**config.mk**
```make
export PLATFORM = sky130hd
export DESIGN_NAME = received_sequence_range_tracker_flat
export DESIGN_NICKNAME = d
export VERILOG_FILES = /design/src/hdl/rsrt_pkg.sv /design/src/hdl/rsrt_if.sv /design/src/hdl/rsrt_ram.sv /design/src/hdl/received_sequence_range_tracker.sv /design/src/flat_wrapper.sv
export SDC_FILE = /design/constraint.sdc
export NUM_CORES = 2
export LEC_CHECK = 0
export BUFFER_PORTS_ARGS = -buffer_cell sky130_fd_sc_hd__buf_4
export CORE_MARGIN = 8
export CORE_UTILIZATION = 66
export CTS_BUF_LIST = sky130_fd_sc_hd__clkbuf_4
export DETAILED_ROUTE_END_ITERATION = 12
export GPL_TIMING_DRIVEN = 1
export PLACE_DENSITY = 0.86
export SYNTH_ARGS = -nofsm -noshare
export SYNTH_HDL_FRONTEND = slang
export SYNTH_SLANG_ARGS = --single-unit
```
**constraint.sdc**
```tcl
create_clock -name clk -period 8.6 [get_ports clk]
set_clock_uncertainty 0.2 [all_clocks]
set_input_delay 1.29 -clock clk [delete_from_list [all_inputs] [get_ports clk]]
set_output_delay 1.29 -clock clk [all_outputs]
set_load 0.03 [all_outputs]
```
**src/hdl/rsrt_pkg.sv**
```systemverilog
// Shared types and constants for the received sequence range tracker.
package rsrt_pkg;

  localparam int SEQ_W = 32;
  localparam int RH_W  = 5;

  localparam logic REQ_ADD   = 1'b0;
  localparam logic REQ_QUERY = 1'b1;

  typedef struct packed {
    logic [SEQ_W-1:0] start;
    logic [SEQ_W-1:0] stop;
  } range_t;

  function automatic logic ser_lt(input logic [SEQ_W-1:0] a, input logic [SEQ_W-1:0] b);
    logic [SEQ_W-1:0] d;
    d = a - b;
    return d[SEQ_W-1];
  endfunction

endpackage

```
**src/hdl/rsrt_if.sv**
```systemverilog
// Request and response channel interfaces of the range tracker.
interface rsrt_req_if;
  import rsrt_pkg::*;
  logic             valid;
  logic             ready;
  logic             req_type;
  logic [SEQ_W-1:0] seq_num;
  modport source (output valid, req_type, seq_num, input ready);
  modport sink   (input valid, req_type, seq_num, output ready);
endinterface

interface rsrt_rsp_if;
  import rsrt_pkg::*;
  logic             valid;
  logic             ready;
  logic             was_new;
  logic             seen_before;
  logic             table_full_drop;
  logic [SEQ_W-1:0] cumulative_ack;
  logic [RH_W-1:0]  ranges_held;
  modport source (output valid, was_new, seen_before, table_full_drop, cumulative_ack,
                  ranges_held, input ready);
  modport sink   (input valid, was_new, seen_before, table_full_drop, cumulative_ack,
                  ranges_held, output ready);
endinterface

```
**src/hdl/rsrt_ram.sv**
```systemverilog
// Generic simple dual-port RAM with registered read.
module rsrt_ram #(
  parameter int WIDTH = 64,
  parameter int DEPTH = 16,
  parameter int AW    = $clog2(DEPTH)
) (
  input  logic             clk,
  input  logic             we,
  input  logic [AW-1:0]    waddr,
  input  logic [WIDTH-1:0] wdata,
  input  logic [AW-1:0]    raddr,
  output logic [WIDTH-1:0] rdata
);

  logic [WIDTH-1:0] mem [DEPTH];

  always_ff @(posedge clk) begin
    if (we) begin
      mem[waddr] <= wdata;
    end
    rdata <= mem[raddr];
  end

endmodule

```
**src/hdl/received_sequence_range_tracker.sv**
```systemverilog
// Received sequence range tracker: top level with range table sequencer.
//
// Requests arrive on req (valid/ready): req_type selects add or query of seq_num.
// Each request yields one item on rsp: was_new, seen_before, table_full_drop,
// the cumulative ack and the number of ranges held after the request.
// Ranges above the ack live in one RAM (registered read, one read and one
// write port), sorted in serial order; a sequencer reads, modifies and
// writes entries back, one entry per cycle.
// Requests at or below the ack and queries on sequence zero go straight to
// the finish state; a query walks the table; an add reads the first and last
// entries for the end checks, then does a table walk or an insert or merge
// shift and, when the head range reaches the ack, a pop shift. One request
// is in flight at a time.
// The result sits in an output register; a new request is taken while it is
// being consumed. A stalled rsp holds req off once the result is pending.
// Reset clears the ack, the zero flag and the range count; the RAM needs no
// clearing since only entries below the count are ever used.
module received_sequence_range_tracker #(
  parameter int MAX_RANGES = 16
) (
  input logic      clk,
  input logic      rst,
  rsrt_req_if.sink   req,
  rsrt_rsp_if.source rsp
);
  import rsrt_pkg::*;

  localparam int AW = (MAX_RANGES > 1) ? $clog2(MAX_RANGES) : 1;
  localparam int CW = AW + 1;
  localparam int RW = 2 * SEQ_W;

  localparam logic [3:0] S_IDLE  = 4'd0;
  localparam logic [3:0] S_A0    = 4'd1;
  localparam logic [3:0] S_A1    = 4'd2;
  localparam logic [3:0] S_A2    = 4'd3;
  localparam logic [3:0] S_SC0   = 4'd4;
  localparam logic [3:0] S_SC1   = 4'd5;
  localparam logic [3:0] S_SCN   = 4'd6;
  localparam logic [3:0] S_SHIFT = 4'd7;
  localparam logic [3:0] S_INSW  = 4'd8;
  localparam logic [3:0] S_POP0  = 4'd9;
  localparam logic [3:0] S_POP1  = 4'd10;
  localparam logic [3:0] S_QS0   = 4'd11;
  localparam logic [3:0] S_QSN   = 4'd12;
  localparam logic [3:0] S_FIN   = 4'd13;

  localparam logic [CW-1:0] MAXC = CW'(MAX_RANGES);
  localparam logic [CW-1:0] ONEC = CW'(1);

  logic [3:0]       st, st_next;
  logic [SEQ_W-1:0] s, s_next;
  logic [SEQ_W-1:0] ack, ack_next;
  logic             zseen, zseen_next;
  logic [CW-1:0]    total, total_next;
  logic [AW-1:0]    i, i_next;
  range_t           p, p_next, e0, e0_next;
  logic [AW-1:0]    sh_cur, sh_cur_next;
  logic [CW-1:0]    sh_left, sh_left_next;
  logic             sh_up, sh_up_next, sh_ins, sh_ins_next, sh_pop, sh_pop_next;
  logic             rv, rv_next;
  logic [AW-1:0]    ra, ra_next;
  logic [CW-1:0]    pos, pos_next;
  logic             added, added_next, full, full_next, seen, seen_next;
  logic             ov, ov_next;
  logic             o_new, o_seen, o_full;
  logic [SEQ_W-1:0] o_ack;
  logic [RH_W-1:0]  o_rh;

  logic             we;
  logic [AW-1:0]    waddr, raddr;
  range_t           wdata, cs;
  logic [RW-1:0]    rdata_raw;

  logic             ins_req, drop_req, drop_pop;
  logic [CW-1:0]    req_pos;
  logic [CW-1:0]    i_c, ip1, ip2, tm1;
  logic [8:0]       total9;

  rsrt_ram #(.WIDTH(RW), .DEPTH(MAX_RANGES), .AW(AW)) u_ram (
    .clk  (clk),
    .we   (we),
    .waddr(waddr),
    .wdata(wdata),
    .raddr(raddr),
    .rdata(rdata_raw)
  );

  assign cs        = rdata_raw;
  assign req.ready = (st == S_IDLE) && (!ov || rsp.ready);
  assign i_c       = {1'b0, i};
  assign ip1       = i_c + ONEC;
  assign ip2       = i_c + CW'(2);
  assign tm1       = total - ONEC;
  assign total9    = 9'(total);

  assign rsp.valid           = ov;
  assign rsp.was_new         = o_new;
  assign rsp.seen_before     = o_seen;
  assign rsp.table_full_drop = o_full;
  assign rsp.cumulative_ack  = o_ack;
  assign rsp.ranges_held     = o_rh;

  always_comb begin
    st_next = st; s_next = s; ack_next = ack; zseen_next = zseen; total_next = total;
    i_next = i; p_next = p; e0_next = e0;
    sh_cur_next = sh_cur; sh_left_next = sh_left; sh_up_next = sh_up;
    sh_ins_next = sh_ins; sh_pop_next = sh_pop; rv_next = rv; ra_next = ra;
    pos_next = pos; added_next = added; full_next = full; seen_next = seen;
    ov_next = ov;
    we = 1'b0; waddr = '0; wdata = p; raddr = '0;
    ins_req = 1'b0; drop_req = 1'b0; drop_pop = 1'b0; req_pos = '0;

    if (rsp.valid && rsp.ready) begin
      ov_next = 1'b0;
    end

    unique case (st)
      S_IDLE: begin
        if (req.valid && req.ready) begin
          s_next = req.seq_num;
          added_next = 1'b0; full_next = 1'b0; seen_next = 1'b0;
          if (req.req_type == REQ_ADD) begin
            if (req.seq_num == '0) zseen_next = 1'b1;
            if (ser_lt(ack, req.seq_num)) begin
              if (total == '0) begin
                pos_next = '0;
                st_next = S_INSW;
              end else begin
                st_next = S_A0;
              end
            end else begin
              st_next = S_FIN;
            end
          end else begin
            if (req.seq_num == '0) begin
              seen_next = zseen; st_next = S_FIN;
            end else if (!ser_lt(ack, req.seq_num)) begin
              seen_next = 1'b1; st_next = S_FIN;
            end else if (total == '0) begin
              st_next = S_FIN;
            end else begin
              st_next = S_QS0;
            end
          end
        end
      end
      S_A0: begin
        raddr = '0;
        st_next = S_A1;
      end
      S_A1: begin
        raddr = tm1[AW-1:0];
        e0_next = cs;
        st_next = S_A2;
      end
      S_A2: begin
        if (s + 1'b1 == e0.start) begin
          we = 1'b1; waddr = '0; wdata = '{start: s, stop: e0.stop};
          added_next = 1'b1; st_next = S_POP0;
        end else if (s == cs.stop + 1'b1) begin
          we = 1'b1; waddr = tm1[AW-1:0]; wdata = '{start: cs.start, stop: s};
          added_next = 1'b1; st_next = S_POP0;
        end else if (ser_lt(s, e0.start)) begin
          ins_req = 1'b1; req_pos = '0;
        end else if (ser_lt(cs.stop, s)) begin
          ins_req = 1'b1; req_pos = total;
        end else if (total >= CW'(2)) begin
          st_next = S_SC0;
        end else begin
          st_next = S_POP0;
        end
      end
      S_SC0: begin
        raddr = '0;
        st_next = S_SC1;
      end
      S_SC1: begin
        raddr = AW'(1);
        p_next = cs;
        i_next = '0;
        st_next = S_SCN;
      end
      S_SCN: begin
        raddr = ip2[AW-1:0];
        if (s == p.stop + 1'b1) begin
          added_next = 1'b1;
          we = 1'b1; waddr = i;
          if (s + 1'b1 == cs.start) begin
            wdata = '{start: p.start, stop: cs.stop};
            drop_req = 1'b1; req_pos = ip1;
          end else begin
            wdata = '{start: p.start, stop: s};
            st_next = S_POP0;
          end
        end else if (s + 1'b1 == cs.start) begin
          we = 1'b1; waddr = ip1[AW-1:0]; wdata = '{start: s, stop: cs.stop};
          added_next = 1'b1; st_next = S_POP0;
        end else if (ser_lt(p.stop, s) && ser_lt(s, cs.start)) begin
          ins_req = 1'b1; req_pos = ip1;
        end else if (ip2 < total) begin
          p_next = cs;
          i_next = ip1[AW-1:0];
        end else begin
          st_next = S_POP0;
        end
      end
      S_SHIFT: begin
        if (rv) begin
          we = 1'b1;
          waddr = sh_up ? ra + 1'b1 : ra - 1'b1;
          wdata = cs;
        end
        if (sh_left != '0) begin
          raddr = sh_cur;
          rv_next = 1'b1;
          ra_next = sh_cur;
          sh_cur_next = sh_up ? sh_cur - 1'b1 : sh_cur + 1'b1;
          sh_left_next = sh_left - ONEC;
        end else begin
          rv_next = 1'b0;
          if (sh_ins) st_next = S_INSW;
          else if (sh_pop) st_next = S_FIN;
          else st_next = S_POP0;
        end
      end
      S_INSW: begin
        we = 1'b1; waddr = pos[AW-1:0]; wdata = '{start: s, stop: s};
        total_next = total + ONEC;
        added_next = 1'b1;
        st_next = S_POP0;
      end
      S_POP0: begin
        raddr = '0;
        st_next = (total != '0) ? S_POP1 : S_FIN;
      end
      S_POP1: begin
        if (ack + 1'b1 == cs.start) begin
          ack_next = cs.stop;
          drop_req = 1'b1; drop_pop = 1'b1; req_pos = '0;
        end else begin
          st_next = S_FIN;
        end
      end
      S_QS0: begin
        raddr = '0;
        i_next = '0;
        st_next = S_QSN;
      end
      S_QSN: begin
        raddr = ip1[AW-1:0];
        if (!ser_lt(s, cs.start) && !ser_lt(cs.stop, s)) begin
          seen_next = 1'b1; st_next = S_FIN;
        end else if (ip1 < total) begin
          i_next = ip1[AW-1:0];
        end else begin
          st_next = S_FIN;
        end
      end
      S_FIN: begin
        ov_next = 1'b1;
        st_next = S_IDLE;
      end
      default: st_next = S_IDLE;
    endcase

    if (ins_req) begin
      if (total >= MAXC) begin
        full_next = 1'b1;
        st_next = S_POP0;
      end else begin
        pos_next = req_pos;
        sh_cur_next = tm1[AW-1:0];
        sh_left_next = total - req_pos;
        sh_up_next = 1'b1; sh_ins_next = 1'b1; sh_pop_next = 1'b0;
        rv_next = 1'b0;
        st_next = S_SHIFT;
      end
    end
    if (drop_req) begin
      sh_cur_next = AW'(req_pos + ONEC);
      sh_left_next = tm1 - req_pos;
      sh_up_next = 1'b0; sh_ins_next = 1'b0; sh_pop_next = drop_pop;
      rv_next = 1'b0;
      total_next = tm1;
      st_next = S_SHIFT;
    end
  end

  always_ff @(posedge clk) begin
    if (rst) begin
      st <= S_IDLE; ack <= '0; zseen <= 1'b0; total <= '0; ov <= 1'b0; rv <= 1'b0;
    end else begin
      st <= st_next; ack <= ack_next; zseen <= zseen_next; total <= total_next;
      ov <= ov_next; rv <= rv_next;
    end
    s <= s_next; i <= i_next; p <= p_next; e0 <= e0_next;
    sh_cur <= sh_cur_next; sh_left <= sh_left_next; sh_up <= sh_up_next;
    sh_ins <= sh_ins_next; sh_pop <= sh_pop_next; ra <= ra_next; pos <= pos_next;
    added <= added_next; full <= full_next; seen <= seen_next;
    if (st == S_FIN) begin
      o_new <= added; o_seen <= seen; o_full <= full;
      o_ack <= ack; o_rh <= total9[RH_W-1:0];
    end
  end

  a_total_bound: assert property (@(posedge clk) disable iff (rst) total <= MAXC)
    else $error("range count above table size");
  a_rsp_from_fin: assert property (@(posedge clk) disable iff (rst)
    $rose(ov) |-> $past(st) == S_FIN)
    else $error("response raised outside finish");
  a_query_keeps_state: assert property (@(posedge clk) disable iff (rst)
    (req.valid && req.ready && req.req_type == REQ_QUERY) |=> $stable(total) && $stable(ack))
    else $error("query changed table state");
  a_full_no_new: assert property (@(posedge clk) disable iff (rst)
    (st == S_FIN) |-> !(added && full))
    else $error("item both added and dropped");

endmodule
```
**src/flat_wrapper.sv**
```systemverilog
// flat-port wrapper written by rule: the top's interface ports become plain ports
module received_sequence_range_tracker_flat import rsrt_pkg::*;
#(
  parameter int MAX_RANGES = 16
)
  (clk, rst, req_valid, req_req_type, req_seq_num, req_ready, rsp_valid, rsp_was_new, rsp_seen_before, rsp_table_full_drop, rsp_cumulative_ack, rsp_ranges_held, rsp_ready);
  rsrt_req_if req_i ();
  rsrt_rsp_if rsp_i ();
  input logic clk;
  input logic rst;
  input wire logic [$bits(req_i.valid)-1:0] req_valid;
  input wire logic [$bits(req_i.req_type)-1:0] req_req_type;
  input wire logic [$bits(req_i.seq_num)-1:0] req_seq_num;
  output wire logic [$bits(req_i.ready)-1:0] req_ready;
  output wire logic [$bits(rsp_i.valid)-1:0] rsp_valid;
  output wire logic [$bits(rsp_i.was_new)-1:0] rsp_was_new;
  output wire logic [$bits(rsp_i.seen_before)-1:0] rsp_seen_before;
  output wire logic [$bits(rsp_i.table_full_drop)-1:0] rsp_table_full_drop;
  output wire logic [$bits(rsp_i.cumulative_ack)-1:0] rsp_cumulative_ack;
  output wire logic [$bits(rsp_i.ranges_held)-1:0] rsp_ranges_held;
  input wire logic [$bits(rsp_i.ready)-1:0] rsp_ready;
  assign req_i.valid = req_valid;
  assign req_i.req_type = req_req_type;
  assign req_i.seq_num = req_seq_num;
  assign req_ready = req_i.ready;
  assign rsp_valid = rsp_i.valid;
  assign rsp_was_new = rsp_i.was_new;
  assign rsp_seen_before = rsp_i.seen_before;
  assign rsp_table_full_drop = rsp_i.table_full_drop;
  assign rsp_cumulative_ack = rsp_i.cumulative_ack;
  assign rsp_ranges_held = rsp_i.ranges_held;
  assign rsp_i.ready = rsp_ready;
  received_sequence_range_tracker #(.MAX_RANGES(MAX_RANGES)) u_core (.clk(clk), .rst(rst), .req(req_i), .rsp(rsp_i));
endmodule
```
==> impl_metrics.json <==
{
  "portBuffers": 78,
  "startpoint_type": "flop",
  "rows": 113,
  "cts.path.max_buffers": 4,
  "async_flop_share_pct": 0,
  "fin_hold_ws_ns": 0.0979,
  "required_ns": 9.21,
  "worst_pin_slew_ns": 1.52,
  "reg2reg_depth": 13,
  "crit-reg2reg-launch": "u_core.s[2]",
  "r2r_setup_slack_ns": 1.46,
  "grt_pass1_vias": 42317,
  "grt_max_degree": 130,
  "fin_nets": 4805,
  "clk_latency_ns": 1.24,
  "synthDistinctLibCells": 108,
  "cts_tree": "built",
  "violations": "max-capacitance violations, max-slew violations",
  "ys.warnings.count": 0,
  "finalSetupViolCount": 0,
  "dr.pass1.iters": 9,
  "area_growth_pct": 10.6,
  "synth.yosys.seq_area_share_pct": 63.3,
  "core_area_um2": 94400,
  "clk_pin_slew_ns": 0.08,
  "syn_nets": 4513,
  "cts_inserted_buffers": 337,
  "synth_edf_count": 1235,
  "synthCells": 4285,
  "ys.flop_type": "edfxtp_1",
  "cts_root_buffer": "clkbuf_4",
  "h-tree-depth": 5,
  "yosys.area.top_type": "edfxtp_1",
  "ys_top_cells_by_area": "edfxtp_1 59%, mux4_2 9.2%, dfxtp_1 3.9%",
  "maxCapViolations": 2,
  "arrival_ns": 7.74,
  "viasPerCell": 7.15,
  "die_area_um2": 105000,
  "drv_slew": 34,
  "hold_viol": 0,
  "ctsResizeCount": 0,
  "relSlewSlack_pct": -1.50,
  "grt_use_total_pct": 35.7,
  "fin_crit_sh_pct": 83.0,
  "power_leakage_uw": 0.0242,
  "status": "finished with violations",
  "crit_path_end_kind": "flop",
  "finalCriticalPeriod_ns": 7.14,
  "holdPathStages": 1,
  "fin_cells": 6091,
  "die_w_um": 324,
  "clock.fmax_ghz": 0.140,
  "wl_um": 194000,
  "fillers": 5488,
  "final_antenna_net_count": 0,
  "min-delay-start": "req_seq_num[27]",
  "drive_gt1_share_pct": 22.5,
  "vias": 43565,
  "netlist_area_um2": 62400,
  "initial_core_util_pct": 66.1,
  "worstReg2RegEnd": "u_core.u_ram.mem[5][41]",
  "syn_area_per_cell_um2": 14.6,
  "cts.sinks": 1358,
  "ios": 79,
  "critPathMaxFanout": 45,
  "grt_setup_unrepaired": "false",
  "crit_type": "reg -> reg",
  "finalSetupTns_ns": 0,
  "ir_drop_v": 0.000284,
  "holdPathEnd": "u_core.s[27]",
  "synth-seq-cells": 1358,
  "grt.overflow.total": 0,
  "drc": 0,
  "power.density_nw_per_um2": 322,
  "antenna_found_initial": 6,
  "drt-wirelength-per-cell_um": 31.9,
  "grt_first_pass_wirelength_um": 275000,
  "dp_hpwl_um": 116000,
  "min_path_type": "in -> reg",
  "dp.cells": 5490,
  "die_h_um": 324,
  "synth_top_area_share_pct": 59.4,
  "routabilityCongestion": 0.991,
  "drt_iter0_markers": 7149
}
critical path, cell delays in order (launching register included):
cell and delay (ns):
edfxtp_1 0.79, nand4_1 0.62, or4_1 0.91, nor3_4 0.39, mux2i_1 0.14, a2111oi_2 0.36, nand4_1 0.12, or3_1 0.58
or3b_1 0.43, o21ai_0 0.12, a21oi_1 0.50, nand2b_1 0.40, nor2_4 0.73, buf_12 0.39
stage by stage:
| step | worst slack, ns | utilization (%) | instance area, um^2 | power [uW] |
|---|---|---|---|---|
| after floorplan | 1.35 | - | 62400 | 13600 |
| after global placement | 1.83 | 68.6 | 64700 | 16100 |
| after detailed placement | 1.65 | 68.6 | 64700 | 16400 |
| after CTS | 1.52 | 73.1 | 69000 | 21900 |
| after global routing | 1.16 | 73.1 | 69100 | 22900 |
| final | 1.46 | 73.1 | 69100 | 22200 |
cell families after synthesis:
logic type	synth area share [%]
flops	63.3
fa+ha+maj	3.88
simple gates	8.30
buf+inv	2.89
xor+xnor	3.19
compound gates	8.15
mux	10.3
cells in the final DEF (no fill, tap or decap), types with 26 or more instances in the layout:
| master | instances |
|---|---|
| mux2i_1 | 26 |
| nand4_1 | 75 |
| xor2_1 | 65 |
| a22oi_1 | 42 |
| and3_1 | 28 |
| mux4_2 | 256 |
| o211ai_1 | 75 |
| inv_1 | 189 |
| dfxtp_1 | 123 |
| nor4_1 | 43 |
| a31oi_1 | 88 |
| a21oi_1 | 158 |
| a222oi_1 | 32 |
| a211oi_1 | 82 |
| clkinv_1 | 70 |
| xnor2_1 | 145 |
| and2_1 | 75 |
| buf_4 | 185 |
| o21ai_0 | 138 |
| edfxtp_1 | 1235 |
| mux2_2 | 34 |
| nor3_1 | 46 |
| ha_1 | 187 |
| nand3_1 | 67 |
| nand2_1 | 377 |
| clkbuf_4 | 492 |
| nor2_1 | 115 |
synthesized netlist by cell type, types with 10 or more instances:
| master | n |
|---|---|
| xnor2_1 | 145 |
| buf_1 | 44 |
| nand3_1 | 67 |
| a31oi_1 | 88 |
| or4_1 | 19 |
| edfxtp_1 | 1235 |
| and2_1 | 77 |
| nor3_1 | 46 |
| mux4_2 | 256 |
| mux2_2 | 34 |
| nand2b_1 | 21 |
| o21ai_0 | 147 |
| a21oi_1 | 159 |
| a211oi_1 | 82 |
| buf_2 | 38 |
| xor2_1 | 65 |
| nand4_1 | 75 |
| and4_1 | 17 |
| a21o_1 | 23 |
| a222oi_1 | 32 |
| ha_1 | 187 |
| inv_1 | 190 |
| o31ai_1 | 12 |
| and3_1 | 28 |
| nor4_1 | 44 |
| nor2_1 | 126 |
| clkbuf_1 | 153 |
| a211o_1 | 10 |
| nor2b_1 | 18 |
| nand2_1 | 379 |
| or3_1 | 17 |
| a22oi_1 | 42 |
| mux2i_1 | 26 |
| dfxtp_1 | 123 |
| o211ai_1 | 75 |
where the power goes:
part,internal [uW],switching (uW),total [uW]
Combinational,2650,4680,7330
Clock,2770,2730,5500
Sequential,8460,952,9410
sequential cells by signal (all words and copies together) (netlist names), 4 cells and up:
name and count:
u_core.s 32, u_core.i 4, u_core.sh_left 5, u_core.p 64, u_core.ack 32, u_core.e0 64, u_core.rsp.ranges_held 5, u_core.ra 4
u_core.st 4, u_core.u_ram.rdata 64, u_core.pos 4, u_core.rsp.cumulative_ack 32, u_core.sh_cur 4, u_core.u_ram.mem 1024, u_core.total 5
repair_timing:
action | in CTS | in global routing
endpoints found under the setup margin | 0 | 0
endpoints found under the hold margin | 9 | 0
hold buffers | 9 | 0
setup buffers | 0 | 0
worst max path at each step:
stage / startpoint / end / slack, ns / cells past startpoint
after floorplan: u_core.s[0] / u_core.u_ram.mem[8][0] / 1.35 / 15
after global placement: u_core.s[2] / u_core.u_ram.mem[2][53] / 1.83 / 13
after detailed placement: u_core.s[2] / u_core.u_ram.mem[1][59] / 1.65 / 13
after CTS: u_core.s[2] / u_core.u_ram.mem[1][52] / 1.52 / 13
after global routing: u_core.s[2] / u_core.u_ram.mem[1][52] / 1.16 / 13
final: u_core.s[2] / u_core.u_ram.mem[5][41] / 1.46 / 13
final cells by class:
type                       instances  area, um^2  area share [%]
sequential                      1358       39500            57.3
multi-input combinational       2480       21300            30.8
clock buffer                     492        3690            5.35
timing repair buffer             205        1700            2.46
tap                             1265        1580            2.29
inverter                         195         732            1.06
clock inverter                    90         493           0.714
antenna                            6        15.0          0.0217
per-layer routing:
layer	wire length, um	vias up	GRT usage (%)
met5	11	-	0
met4	12300	2	18.5
met3	26400	790	10.1
met2	90200	4157	55.8
met1	65400	21065	45.9
li1	-	17551	-
No activity file was read; power rests on OpenSTA's default activity.
